### src/rtl/srsm_pkg.sv
// ============================================================================
// Simple regex search matcher: shared package
// Types, codes and defaults shared by the matcher's cells, closure unit and
// top level.
// ============================================================================
package srsm_pkg;

    // Default table depth; one cell per atom.
    localparam int MAX_ATOMS_DEF = 32;

    // Width of the pattern length register.
    localparam int PLEN_W = 6;

    typedef enum logic [1:0] {
        OP_LOAD = 2'd0,
        OP_BYTE = 2'd1,
        OP_END  = 2'd2
    } t_op;

    typedef enum logic [1:0] {
        KIND_LITERAL = 2'd0,
        KIND_ANY     = 2'd1,
        KIND_START   = 2'd2,
        KIND_END     = 2'd3
    } t_kind;

    typedef enum logic [1:0] {
        QUANT_ONE  = 2'd0,
        QUANT_OPT  = 2'd1,
        QUANT_STAR = 2'd2,
        QUANT_PLUS = 2'd3
    } t_quant;

    typedef struct packed {
        t_kind       kind;
        t_quant      quant;
        logic [7:0]  literal;
    } t_atom;

    // Control broadcast from the top level to every cell.
    typedef struct packed {
        logic        step;
        logic        clear;
        logic        at_start;
        logic        at_end;
        logic [7:0]  text_byte;
    } t_step;

endpackage

### src/rtl/srsm_if.sv
// ============================================================================
// Simple regex search matcher: channel interfaces
// Valid/ready channels for input items and for match results.
// ============================================================================
interface srsm_in_if;
    logic        valid;
    logic        ready;
    logic [1:0]  operation;
    logic [4:0]  atom_index;
    logic [1:0]  atom_kind;
    logic [1:0]  atom_quantifier;
    logic [7:0]  atom_literal;
    logic [7:0]  text_byte;

    modport source (
        output valid, operation, atom_index, atom_kind, atom_quantifier,
               atom_literal, text_byte,
        input  ready
    );
    modport sink (
        input  valid, operation, atom_index, atom_kind, atom_quantifier,
               atom_literal, text_byte,
        output ready
    );
endinterface

interface srsm_out_if;
    logic valid;
    logic ready;
    logic matched;

    modport source (output valid, matched, input ready);
    modport sink (input valid, matched, output ready);
endinterface

### src/rtl/srsm_cell.sv
// ============================================================================
// Simple regex search matcher: atom cell
// Holds one pattern atom and its position bit, and moves that bit on to the
// next cell when the atom consumes the current text byte.
// ============================================================================
module srsm_cell (
    input  logic              i_clk,
    input  logic              i_rst_n,
    input  srsm_pkg::t_step   i_ctrl,
    input  logic              i_load_en,
    input  srsm_pkg::t_atom   i_atom,
    input  logic              i_live,
    input  logic              i_used,
    input  logic              i_fwd,
    input  logic              i_closed,
    output logic              o_pos,
    output logic              o_pass,
    output logic              o_fwd
);

    srsm_pkg::t_atom r_atom;
    logic            r_pos;
    logic            n_pos;
    logic            w_hit;
    logic            w_self;

    always_ff @(posedge i_clk) begin
        if (i_load_en) begin
            r_atom <= i_atom;
        end
    end

    // Zero-width move from this position to the next one.
    always_comb begin
        case (r_atom.kind)
            srsm_pkg::KIND_START: o_pass = i_used & i_ctrl.at_start;
            srsm_pkg::KIND_END:   o_pass = i_used & i_ctrl.at_end;
            default: o_pass = i_used & ((r_atom.quant == srsm_pkg::QUANT_OPT) ||
                                        (r_atom.quant == srsm_pkg::QUANT_STAR));
        endcase
    end

    always_comb begin
        case (r_atom.kind)
            srsm_pkg::KIND_ANY:     w_hit = 1'b1;
            srsm_pkg::KIND_LITERAL: w_hit = (r_atom.literal == i_ctrl.text_byte);
            default:                w_hit = 1'b0;
        endcase
    end

    assign o_fwd  = i_used & i_closed & w_hit;
    assign w_self = o_fwd & ((r_atom.quant == srsm_pkg::QUANT_STAR) ||
                             (r_atom.quant == srsm_pkg::QUANT_PLUS));
    assign o_pos  = r_pos & i_live;

    always_comb begin
        n_pos = r_pos;
        if (i_ctrl.step) begin
            n_pos = i_fwd | w_self;
        end else if (i_ctrl.clear) begin
            n_pos = 1'b0;
        end
    end

    always_ff @(posedge i_clk) begin
        if (!i_rst_n) begin
            r_pos <= 1'b0;
        end else begin
            r_pos <= n_pos;
        end
    end

endmodule

### src/rtl/srsm_closure.sv
// ============================================================================
// Simple regex search matcher: zero-width closure
// Spreads every active position forward across runs of zero-width moves
// with one carry-propagate add, and picks out the accept position.
// ============================================================================
module srsm_closure #(
    parameter int MAX_ATOMS = srsm_pkg::MAX_ATOMS_DEF,
    parameter int LEN_W     = $clog2(MAX_ATOMS + 1)
) (
    input  logic [MAX_ATOMS:0]  i_pos,
    input  logic [MAX_ATOMS:0]  i_pass,
    input  logic [LEN_W-1:0]    i_len,
    output logic [MAX_ATOMS:0]  o_closed,
    output logic                o_accept
);

    logic [MAX_ATOMS:0]  w_seed;
    logic [MAX_ATOMS:0]  w_sum;

    // Position zero is injected before every byte so a match may start anywhere.
    assign w_seed = i_pos | {{MAX_ATOMS{1'b0}}, 1'b1};

    // A carry entering a run of pass bits ripples to the first position past it;
    // the XOR recovers every bit the carry travelled through. The highest
    // position never passes, so no carry leaves the top of the sum.
    assign w_sum    = (w_seed & i_pass) + i_pass;
    assign o_closed = w_seed | (w_sum ^ i_pass);
    assign o_accept = o_closed[i_len];

endmodule

### src/rtl/simple_regex_search_matcher.sv
// ============================================================================
// Simple regex search matcher: top level
// Searches streamed text for any substring that matches a loaded pattern.
// ============================================================================
// Usage. One input channel carries three kinds of transaction: a load that
// writes one atom (kind, quantifier, literal) into the table, a text byte,
// and an end-of-text marker. The pattern length register is written through
// i_cfg_we / i_cfg_data while the block is idle; values above MAX_ATOMS are
// clamped. Load the atoms, set the length, then stream the text followed by
// an end-of-text transaction, which yields exactly one result transaction
// carrying the matched flag. Loads and text bytes produce no result.
//
// One cell per atom updates its position bit per byte, and the zero-width
// closure across the row is one carry-propagate add, so an item may be
// accepted on every clock while input ready is high. The result is
// registered into a two-entry output queue when its end-of-text transaction
// is accepted. Input ready drops only when both queue entries are full,
// i.e. the receiver has stalled for two results in a row.
//
// Synchronous reset clears the position set, the match flag, the output
// queue and the length register, and arms the start-of-text condition. The
// atom table has no reset and must be loaded before use.
// ============================================================================
module simple_regex_search_matcher #(
    parameter int MAX_ATOMS = srsm_pkg::MAX_ATOMS_DEF
) (
    input  logic                         i_clk,
    input  logic                         i_rst_n,
    srsm_in_if.sink                      i_item,
    srsm_out_if.source                   o_result,
    input  logic                         i_cfg_we,
    input  logic [srsm_pkg::PLEN_W-1:0]  i_cfg_data
);

    localparam int LEN_W = $clog2(MAX_ATOMS + 1);

    srsm_pkg::t_op                 w_op;
    srsm_pkg::t_atom               w_atom;
    srsm_pkg::t_step               w_ctrl;
    logic                          w_in_acc;
    logic                          w_load;
    logic                          w_byte;
    logic                          w_end;
    logic [LEN_W-1:0]              w_len;
    logic [MAX_ATOMS:0]            w_pos;
    logic [MAX_ATOMS:0]            w_pass;
    logic [MAX_ATOMS:0]            w_closed;
    logic [MAX_ATOMS:0]            w_fwd;
    logic                          w_accept;
    logic                          w_result;
    logic                          w_pop;

    logic [srsm_pkg::PLEN_W-1:0]   r_plen;
    logic                          r_at_start;
    logic                          n_at_start;
    logic                          r_found;
    logic                          n_found;
    logic                          r_acc;
    logic                          n_acc;
    logic                          r_v0;
    logic                          n_v0;
    logic                          r_v1;
    logic                          n_v1;
    logic                          r_d0;
    logic                          n_d0;
    logic                          r_d1;
    logic                          n_d1;

    // ---------------------------------------------------------------------
    // Input decode. Operation code three is accepted and ignored.
    // ---------------------------------------------------------------------
    assign w_op     = srsm_pkg::t_op'(i_item.operation);
    assign w_in_acc = i_item.valid & i_item.ready;

    always_comb begin
        w_load = 1'b0;
        w_byte = 1'b0;
        w_end  = 1'b0;
        unique case (w_op)
            srsm_pkg::OP_LOAD: w_load = w_in_acc;
            srsm_pkg::OP_BYTE: w_byte = w_in_acc;
            srsm_pkg::OP_END:  w_end  = w_in_acc;
            default: ;
        endcase
    end

    assign w_atom.kind    = srsm_pkg::t_kind'(i_item.atom_kind);
    assign w_atom.quant   = srsm_pkg::t_quant'(i_item.atom_quantifier);
    assign w_atom.literal = i_item.atom_literal;

    // The end anchor only passes when the end-of-text transaction is evaluated.
    assign w_ctrl.step      = w_byte;
    assign w_ctrl.clear     = w_end;
    assign w_ctrl.at_start  = r_at_start;
    assign w_ctrl.at_end    = (w_op == srsm_pkg::OP_END);
    assign w_ctrl.text_byte = i_item.text_byte;

    // ---------------------------------------------------------------------
    // Pattern length register, clamped to the number of cells.
    // ---------------------------------------------------------------------
    always_ff @(posedge i_clk) begin
        if (!i_rst_n) begin
            r_plen <= '0;
        end else if (i_cfg_we) begin
            r_plen <= i_cfg_data;
        end
    end

    assign w_len = (r_plen > srsm_pkg::PLEN_W'(MAX_ATOMS)) ? LEN_W'(MAX_ATOMS)
                                                          : LEN_W'(r_plen);

    // ---------------------------------------------------------------------
    // Row of atom cells. Each hands its consume bit to the cell on its right,
    // which becomes that cell's position bit for the next byte.
    // ---------------------------------------------------------------------
    assign w_fwd[0] = 1'b0;

    for (genvar g = 0; g < MAX_ATOMS; g++) begin : g_cell
        srsm_cell u_cell (
            .i_clk     (i_clk),
            .i_rst_n   (i_rst_n),
            .i_ctrl    (w_ctrl),
            .i_load_en (w_load && (32'(i_item.atom_index) == g)),
            .i_atom    (w_atom),
            .i_live    (LEN_W'(g) <= w_len),
            .i_used    (LEN_W'(g) < w_len),
            .i_fwd     (w_fwd[g]),
            .i_closed  (w_closed[g]),
            .o_pos     (w_pos[g]),
            .o_pass    (w_pass[g]),
            .o_fwd     (w_fwd[g+1])
        );
    end

    // The position past the last cell exists only when the pattern fills the row.
    assign w_pos[MAX_ATOMS]  = r_acc & (w_len == LEN_W'(MAX_ATOMS));
    assign w_pass[MAX_ATOMS] = 1'b0;

    always_comb begin
        n_acc = r_acc;
        if (w_byte) begin
            n_acc = w_fwd[MAX_ATOMS];
        end else if (w_end) begin
            n_acc = 1'b0;
        end
    end

    srsm_closure #(
        .MAX_ATOMS (MAX_ATOMS),
        .LEN_W     (LEN_W)
    ) u_closure (
        .i_pos    (w_pos),
        .i_pass   (w_pass),
        .i_len    (w_len),
        .o_closed (w_closed),
        .o_accept (w_accept)
    );

    // ---------------------------------------------------------------------
    // Per-text state: start-of-text flag and the sticky match flag.
    // ---------------------------------------------------------------------
    always_comb begin
        n_at_start = r_at_start;
        n_found    = r_found;
        if (w_byte) begin
            n_at_start = 1'b0;
            n_found    = r_found | w_accept;
        end else if (w_end) begin
            n_at_start = 1'b1;
            n_found    = 1'b0;
        end
    end

    assign w_result = r_found | w_accept;

    // ---------------------------------------------------------------------
    // Two-entry output queue; entry zero drives the result channel.
    // ---------------------------------------------------------------------
    assign w_pop = r_v0 & o_result.ready;

    always_comb begin
        n_v0 = r_v0;
        n_v1 = r_v1;
        n_d0 = r_d0;
        n_d1 = r_d1;
        if (w_pop) begin
            n_v0 = r_v1;
            n_d0 = r_d1;
            n_v1 = 1'b0;
        end
        if (w_end) begin
            if (!n_v0) begin
                n_v0 = 1'b1;
                n_d0 = w_result;
            end else begin
                n_v1 = 1'b1;
                n_d1 = w_result;
            end
        end
    end

    always_ff @(posedge i_clk) begin
        if (!i_rst_n) begin
            r_at_start <= 1'b1;
            r_found    <= 1'b0;
            r_acc      <= 1'b0;
            r_v0       <= 1'b0;
            r_v1       <= 1'b0;
        end else begin
            r_at_start <= n_at_start;
            r_found    <= n_found;
            r_acc      <= n_acc;
            r_v0       <= n_v0;
            r_v1       <= n_v1;
        end
    end

    always_ff @(posedge i_clk) begin
        r_d0 <= n_d0;
        r_d1 <= n_d1;
    end

    assign i_item.ready     = ~r_v1;
    assign o_result.valid   = r_v0;
    assign o_result.matched = r_d0;

endmodule

### src/flat_wrapper.sv
// flat-port wrapper written by rule: the top's interface ports become plain ports
module simple_regex_search_matcher_flat 
#(
    parameter int MAX_ATOMS = srsm_pkg::MAX_ATOMS_DEF
)
  (i_clk, i_rst_n, i_cfg_we, i_cfg_data, i_item_valid, i_item_operation, i_item_atom_index, i_item_atom_kind, i_item_atom_quantifier, i_item_atom_literal, i_item_text_byte, i_item_ready, o_result_valid, o_result_matched, o_result_ready);
  srsm_in_if i_item_i ();
  srsm_out_if o_result_i ();
  input  logic i_clk;
  input  logic i_rst_n;
  input  logic i_cfg_we;
  input  logic [srsm_pkg::PLEN_W-1:0] i_cfg_data;
  input wire logic [$bits(i_item_i.valid)-1:0] i_item_valid;
  input wire logic [$bits(i_item_i.operation)-1:0] i_item_operation;
  input wire logic [$bits(i_item_i.atom_index)-1:0] i_item_atom_index;
  input wire logic [$bits(i_item_i.atom_kind)-1:0] i_item_atom_kind;
  input wire logic [$bits(i_item_i.atom_quantifier)-1:0] i_item_atom_quantifier;
  input wire logic [$bits(i_item_i.atom_literal)-1:0] i_item_atom_literal;
  input wire logic [$bits(i_item_i.text_byte)-1:0] i_item_text_byte;
  output wire logic [$bits(i_item_i.ready)-1:0] i_item_ready;
  output wire logic [$bits(o_result_i.valid)-1:0] o_result_valid;
  output wire logic [$bits(o_result_i.matched)-1:0] o_result_matched;
  input wire logic [$bits(o_result_i.ready)-1:0] o_result_ready;
  assign i_item_i.valid = i_item_valid;
  assign i_item_i.operation = i_item_operation;
  assign i_item_i.atom_index = i_item_atom_index;
  assign i_item_i.atom_kind = i_item_atom_kind;
  assign i_item_i.atom_quantifier = i_item_atom_quantifier;
  assign i_item_i.atom_literal = i_item_atom_literal;
  assign i_item_i.text_byte = i_item_text_byte;
  assign i_item_ready = i_item_i.ready;
  assign o_result_valid = o_result_i.valid;
  assign o_result_matched = o_result_i.matched;
  assign o_result_i.ready = o_result_ready;
  simple_regex_search_matcher #(.MAX_ATOMS(MAX_ATOMS)) u_core (.i_clk(i_clk), .i_rst_n(i_rst_n), .i_item(i_item_i), .o_result(o_result_i), .i_cfg_we(i_cfg_we), .i_cfg_data(i_cfg_data));
endmodule
### config.mk
export PLATFORM = sky130hd
export DESIGN_NAME = simple_regex_search_matcher_flat
export DESIGN_NICKNAME = d
export VERILOG_FILES = /design/src/rtl/srsm_pkg.sv /design/src/rtl/srsm_if.sv /design/src/rtl/srsm_cell.sv /design/src/rtl/srsm_closure.sv /design/src/rtl/simple_regex_search_matcher.sv /design/src/flat_wrapper.sv
export SDC_FILE = /design/constraint.sdc
export NUM_CORES = 1
export LEC_CHECK = 0
export ABC_CLOCK_PERIOD_IN_PS = 9350
export BUFFER_PORTS_ARGS = -buffer_cell sky130_fd_sc_hd__buf_2
export CORE_UTILIZATION = 51
export CTS_CLUSTER_DIAMETER = 40
export DETAILED_ROUTE_END_ITERATION = 10
export PLACE_DENSITY_LB_ADDON = 0.08
export SYNTH_ARGS = -nofsm -noshare
export SYNTH_HDL_FRONTEND = slang
export SYNTH_SLANG_ARGS = --single-unit
### constraint.sdc
create_clock -name i_clk -period 9.35 [get_ports i_clk]
set_input_delay 1.87 -clock i_clk [delete_from_list [all_inputs] [get_ports i_clk]]
set_output_delay 1.87 -clock i_clk [all_outputs]
set_load 0.03 [all_outputs]
==> flow_summary_export.csv, run 1 <==
group,metric,value,unit
outcome,status,"finished with violations",
outcome,violations,"design-rule violations",
synth,synth_top_area_frac,0.541,
clocking,clk_latency,0.65,ns
cells_and_area,final_nets,1904,
worst_setup_path,critical_path_class,"in -> reg",
synth,muxShareOfSynthArea,0.00668,
drt,antenna_left,0,
sta,setup_violations,0,
synth,yosysMostFrequentCell,"edfxtp_1",
worst_setup_path,critPathLaunchType,"input port",
sta,rsz0062_at_grt,"false",
sta,tns,0,ns
drt,wl_per_cell,24.9,um
clocking,clk_pin_slew,0.05,ns
sta,relSlewSlack,0.120,
cells_and_area,drive_above_1_share,0.115,
floorplan,die_y,207,um
clocking,cts_buffers,60,
clocking,cts_tree,"done",
grt,antenna_found_initial,1,
hold_path,hold_path_depth,2,
worst_setup_path,rrSetupSlack,4.66,ns
worst_setup_path,cp_max_fo,25,
floorplan,initial_utilization,0.520,
synth,netlist_area,21400,sq um
sta,tightest_slew,1.32,ns
sta,fin_skew,0.0437,ns
place,gp_congestion,0.917,
cells_and_area,antenna_cells,0,
drt,num_vias,14400,
floorplan,core,41100,sq um
grt,grt_max_degree,36,
floorplan,die_area,42700,sq um
worst_setup_path,r2r_end,"u_core.r_d1",
synth,ys_top_cells_by_area,"edfxtp_1, xor2_1, dfxtp_1",
floorplan,die_w,207,um
synth,synthAdderAreaFrac,0.0369,
cells_and_area,area_delta_synth_final,12.8,%
cells_and_area,fillers,3470,
synth,synth_cells,1751,
drt,drt_wl_total,59.4,mm
clocking,htree_num_levels,2,
synth,yosysTopAreaCell,"edfxtp_1",
worst_setup_path,reg2reg_from,"u_core.r_plen[5]",
sta,drv_slew,0,
power_and_ir_drop,fin_total_pwr,0.00462,W
run,maxCapViolCount,0,
hold_path,min_path_type,"reg -> reg",
power_and_ir_drop,powerDensity,192,nW/um^2
synth,syn-num-nets,1852,
power_and_ir_drop,cellLeakagePower,8.29,nW
worst_setup_path,reg2reg_depth,18,
drt,drt_iter0_markers,1438,
drt,dr.pass1.iters,9,
grt,grt_overflow,0,
worst_setup_path,arrival,6.26,ns
clocking,root_buffer,"clkbuf_16",
floorplan,ioPinCount,41,
clocking,post_cts_buffers,0,
synth,synth_simple_gate_area_share,0.125,
synth,synth_top_family_by_area,"simple AND/OR/NAND/NOR gates",
sta,fin_crit_sh,0.611,
hold_path,hold_path_end,"u_core.g_cell[3].u_cell.r_pos",
cells_and_area,post-route-util,0.586,
clocking,holdBufCountCts,0,
worst_setup_path,endpoint_kind,"register",
grt,track_usage,0.284,
hold_path,min-delay-start,"u_core.g_cell[3].u_cell.r_pos",
clocking,max-clock-path-buffers,3,
clocking,ctsResizeCount,0,
clocking,cts_sinks,428,
synth,ys_types,92,
synth,synth_seq_area_share,0.582,
sta,min_period,5.71,ns
synth,synth_compound_area_frac,0.116,
synth,ys_seq_elements,428,
synth,syn_avg_cell_area,12.2,sq um
power_and_ir_drop,ir_drop,175,uV
synth,synth-edff-count,385,
grt,grt_pass1_wl,88.5,mm
synth,ys_warn_count,0,
sta,timing.fmax,0.175,GHz
place,dpl.hpwl,38.4,mm
worst_setup_path,crit_start,"i_item_operation[1]",
worst_setup_path,crit_required,9.90,ns
grt,grt_pass1_vias,14100,
floorplan,num_rows,74,
synth,synthFlopType,"edfxtp_1",
sta,hold_violations,0,
synth,synth_xor_area_frac,0.106,
drt,drc,5,
drt,vias_per_cell,6.04,
synth,ys_async_sr_fraction,0,
synth,ys_top_cells_by_count,"edfxtp_1, xor2_1, a21oi_1",
place,io_buffers,40,
-- metal layers --
layer | GRT usage | vias up | wire length (um)
met5 | 0 | - | 0
met4 | 0.0819 | 0 | 1320
met3 | 0.0419 | 96 | 4200
met2 | 0.427 | 549 | 25900
met1 | 0.425 | 7123 | 28000
li1 | - | 6635 | -
-- worst max path at each step --
| stage | depth (start not counted) | end | slack, ns |
|---|---|---|---|
| 5_1_grt | 13 | u_core.o_result.matched | 3.54 |
| 3_3_place_gp | 13 | u_core.o_result.matched | 3.27 |
| 6_report | 12 | u_core.o_result.matched | 3.64 |
| 2_1_floorplan | 17 | u_core.o_result.matched | 4.43 |
| 3_5_place_dp | 13 | u_core.o_result.matched | 3.09 |
| 4_1_cts | 13 | u_core.o_result.matched | 3.73 |
-- report_power, final --
part	total, W	internal [W]	switching (W)
clock	0.00224	0.00136	0.000876
combinational	0.000283	0.0000800	0.000203
sequential	0.00210	0.00209	0.00000479
total	0.00462	0.00354	0.00108
-- critical path, cell delays in order --
cell       delay, ns
buf_2           0.46
nor2b_1         1.08
mux2i_1         0.17
a211o_1         0.42
nor4b_1         0.70
nor4b_4         0.41
o2111ai_2       0.19
a21oi_2         0.21
o21ai_1         0.10
a211oi_2        0.33
o21ai_1         0.15
a22oi_2         0.15
-- area by class of cell --
type	instances	area [sq um]	area share
clock buffers	70	1550	0.0643
repair buffers	70	425	0.0177
clock inverters	41	460	0.0191
inverters	54	203	0.00841
multi-input cells	1189	8370	0.347
flip-flops and latches	428	12400	0.516
well taps	532	666	0.0276
-- metrics by stage --
stage | cells | setup slack (ns) | hold slack, ns | instance area (sq um)
final | 2384 | 3.64 | 0.500 | 24100
after global routing | 2384 | 3.54 | 0.518 | 24100
after floorplan | 1751 | 4.43 | 0.460 | 21400
after detailed placement | 2273 | 3.09 | 0.490 | 22100
after global placement | 2273 | 3.27 | 0.484 | 22100
after CTS | 2384 | 3.73 | 0.497 | 24100
-- registers in the layout (all words and copies together) (netlist names) --
name / cells
u_core.g_cell.u_cell.r_atom: 384
u_core.g_cell.u_cell.r_pos: 31
u_core.r_plen: 6
u_core.o_result.matched: 1
u_core.o_result.valid: 1
u_core.r_acc: 1
u_core.r_at_start: 1
u_core.r_d1: 1
u_core.r_found: 1
u_core.r_v1: 1
-- placed cells by master (no fill, tap or decap), drive strengths merged, types with 6 or more instances in the layout --
cell type	synthesis	final
xnor2	42	42
or2	11	11
a211oi	14	14
nor3	25	25
clkinv	0	25
nor4	71	71
a2111oi	10	10
o211ai	7	7
mux2i	12	12
a21o	11	11
a211o	9	9
nand3b	25	25
xor2	216	216
clkbuf	38	70
nand4	23	23
bufinv	0	6
o21a	12	12
o2111ai	7	7
nor2	113	113
a311oi	11	11
inv	54	60
edfxtp	385	385
ha	63	63
and2	8	8
o21ai	64	64
nor4b	8	8
nand2	88	88
nor2b	28	28
o21bai	13	13
nand3	26	26
buf	42	70
nand2b	38	38
a21oi	116	116
a31oi	36	36
a221oi	6	6
and3	7	7
dfxtp	43	43
-- cell families (layout without fill, tap and decap cells) --
logic type      count (synthesis)  in the layout
simple gates                  493            493
compound gates                361            361
xor+xnor                      258            258
buf+inv                       134            235
mux                            14             14
fa+ha+maj                      63             63
flops                         428            428
Note: power is estimated with default switching activity, not from simulation.
==> run 2, diff against run 1 <==
Settings changed: ABC_AREA set to 1, ABC_CLOCK_PERIOD_IN_PS 9350 to 4850.
Clock period 9.35 ns to 4.85 ns, I/O delays scaled along.
==> flow_summary_export.csv, run 2 <==
group,metric,value,unit
outcome,status,"finished, final reports clean",
synth,synth_cells,2230,
synth,syn_avg_cell_area,9.90,sq um
cells_and_area,final_nets,2445,
clocking,htree_num_levels,3,
synth,ys_async_sr_fraction,0,
synth,ys_types,57,
synth,yosysMostFrequentCell,"nand2_1",
floorplan,die_area,44100,sq um
grt,gr-usage-met1,0.405,
sta,tightest_slew,1.32,ns
cells_and_area,area_delta_synth_final,15.9,%
clocking,clk_latency,0.61,ns
worst_setup_path,arrival,4.22,ns
floorplan,die_y,210,um
place,dpl.hpwl,47.4,mm
sta,drv_slew,0,
clocking,clk_pin_slew,0.06,ns
grt,grt_overflow,0,
sta,rsz0062_at_grt,"false",
sta,setup_ws,1.14,ns
cells_and_area,largest_register_ff_count,384,
floorplan,initial_utilization,0.522,
floorplan,ioPinCount,41,
sta,hold_violations,0,
floorplan,die_w,210,um
worst_setup_path,reg2reg_from,"u_core.r_plen[3]",
grt,grt_pass1_wl,99.0,mm
drt,num_vias,16700,
synth,netlist_area,22100,sq um
drt,dr.pass1.iters,7,
worst_setup_path,critPathLaunchType,"register",
sta,min_period,3.71,ns
cells_and_area,largest_register,"u_core.g_cell.u_cell.r_atom",
grt,grt-busiest-layer,"met2",
grt,antenna_found_initial,1,
clocking,max-clock-path-buffers,3,
synth,yosysTopAreaCell,"edfxtp_1",
sta,timing.fmax,0.269,GHz
clocking,root_buffer,"clkbuf_16",
run,maxCapViolCount,0,
sta,tns,0,ns
power_and_ir_drop,ir_drop,498,uV
drt,drc,0,
synth,ys_top_cells_by_area,"edfxtp_1, nand2_1, xnor2_1",
worst_setup_path,endpoint_kind,"register",
worst_setup_path,critical_path_class,"reg -> reg",
clocking,cts_tree,"done",
synth,ys_top_cells_by_count,"nand2_1, edfxtp_1, inv_1",
synth,synth-edff-count,385,
synth,synthFlopType,"edfxtp_1",
floorplan,num_rows,75,
cells_and_area,final_common_cell,"nand2_1",
cells_and_area,post-route-util,0.605,
place,gp_congestion,1.05,
grt,grt_pass1_vias,16200,
clocking,cts_sinks,428,
sta,setup_violations,0,
drt,drt_iter0_markers,1354,
clocking,post_cts_buffers,0,
grt,grtUsageMet2,0.513,
drt,antenna_left,0,
worst_setup_path,crit_start,"u_core.r_plen[3]",
power_and_ir_drop,fin_total_pwr,0.00967,W
floorplan,core,42300,sq um
drt,drt_wl_total,67.3,mm
clocking,cts_buffers,68,
place,io_buffers,40,
grt,grtUsageMet3,0.0556,
drt,wl_per_cell,22.6,um
place,dp_slack,0.692,ns
synth,ys_warn_count,0,
synth,synth_top_area_frac,0.524,
clocking,holdBufCountCts,0,
grt,grt_max_degree,33,
power_and_ir_drop,cellLeakagePower,10.0,nW
sta,fin_crit_sh,0.766,
synth,ys_seq_elements,428,
drt,vias_per_cell,5.60,
worst_setup_path,crit_required,5.36,ns
power_and_ir_drop,powerDensity,378,nW/um^2
hold_path,min-delay-start,"u_core.r_v1",
hold_path,min_path_type,"reg -> reg",
grt,track_usage,0.310,
worst_setup_path,cp_max_fo,10,
cells_and_area,mostFrequentLayoutCells,"nand2_1, edfxtp_1, inv_1",
synth,syn-num-nets,2331,
clocking,ctsResizeCount,0,
sta,fin_skew,0.0295,ns
sta,relSlewSlack,0.118,
synth,synth_seq_area_share,0.563,
cells_and_area,drive_above_1_share,0.155,
cells_and_area,reg.largest.list,"u_core.g_cell.u_cell.r_atom x384, u_core.g_cell.u_cell.r_pos x31, u_core.r_plen x6",
-- run 2: cell types whose count changed after synthesis, sizes merged, moves of 28 or more --
cell / previous run / this run
a21oi: 116 / 79
inv: 54 / 247
nand2: 88 / 456
nand2b: 38 / 0
nand3: 26 / 159
nand4: 23 / 57
nor2: 113 / 227
nor2b: 28 / 0
nor4: 71 / 28
or2: 11 / 83
xnor2: 42 / 142
xor2: 216 / 22
-- run 2: kinds of logic (layout without fill, tap and decap cells) --
logic type / after synthesis / in the layout / share of synthesized area
other: 0 / 1 / 0
AO/OA/AOI/OAI: 223 / 223 / 0.0639
flip-flops: 428 / 428 / 0.563
multiplexers: 1 / 1 / 0.000510
XOR/XNOR: 164 / 164 / 0.0651
AND/OR/NAND/NOR: 1039 / 1039 / 0.216
adder cells (fa/ha/maj): 63 / 63 / 0.0357
buffers and inverters: 312 / 481 / 0.0559
-- run 2: where the power goes --
group,internal [W],switching (W)
registers,0.00403,0.0000161
logic,0.000165,0.000453
clock network,0.00309,0.00191
total,0.00729,0.00238
-- run 2: stage by stage --
stage / hold WS (ns) / cell area [sq um] / std cells
floorplan: 0.457 / 22100 / 2230
global placement: 0.477 / 23200 / 2851
detailed placement: 0.482 / 23200 / 2851
CTS: 0.499 / 25600 / 2976
global route: 0.512 / 25600 / 2976
finish: 0.490 / 25600 / 2977
-- run 2: path summary, 6_finish.rpt --
kind,slack (ns),cells after the start,end
worst min register to register,0.49,2,u_core.r_v1
worst max-delay path,1.14,16,u_core.g_cell[23].u_cell.r_pos
worst max register to register,1.14,16,u_core.g_cell[23].u_cell.r_pos
worst min-delay path,0.49,2,u_core.r_v1
-- run 2: metal layers --
metal,part of all wire,up-vias
met3,0.075,138
met4,0.034,0
met1,0.42,8060
li1,-,7845
met2,0.48,622
met5,0,-
-- run 2: area by class of cell --
type	instances	area, sq um
diodes	1	2.50
clock buffers	75	1730
clock inverters	50	657
fillers	3580	16700
inverters	251	947
multi-input cells	1490	8420
flip-flops and latches	428	12400
well taps	577	722
repair buffers	105	688
-- run 2: worst max-delay path, stage by stage, from the launching register on --
cell      delay, ns
dfxtp_1        0.68
inv_2          0.21
nand3_1        0.33
nand3_1        0.14
nand2_1        0.17
nand2_1        0.14
nor2_2         0.18
nand2_1        0.11
o21ai_2        0.28
nand2_1        0.18
nand2_1        0.15
nand2_1        0.10
nand3_1        0.12
nand2_1        0.13
a211oi_1       0.29
o211ai_1       0.21
a31oi_1        0.18
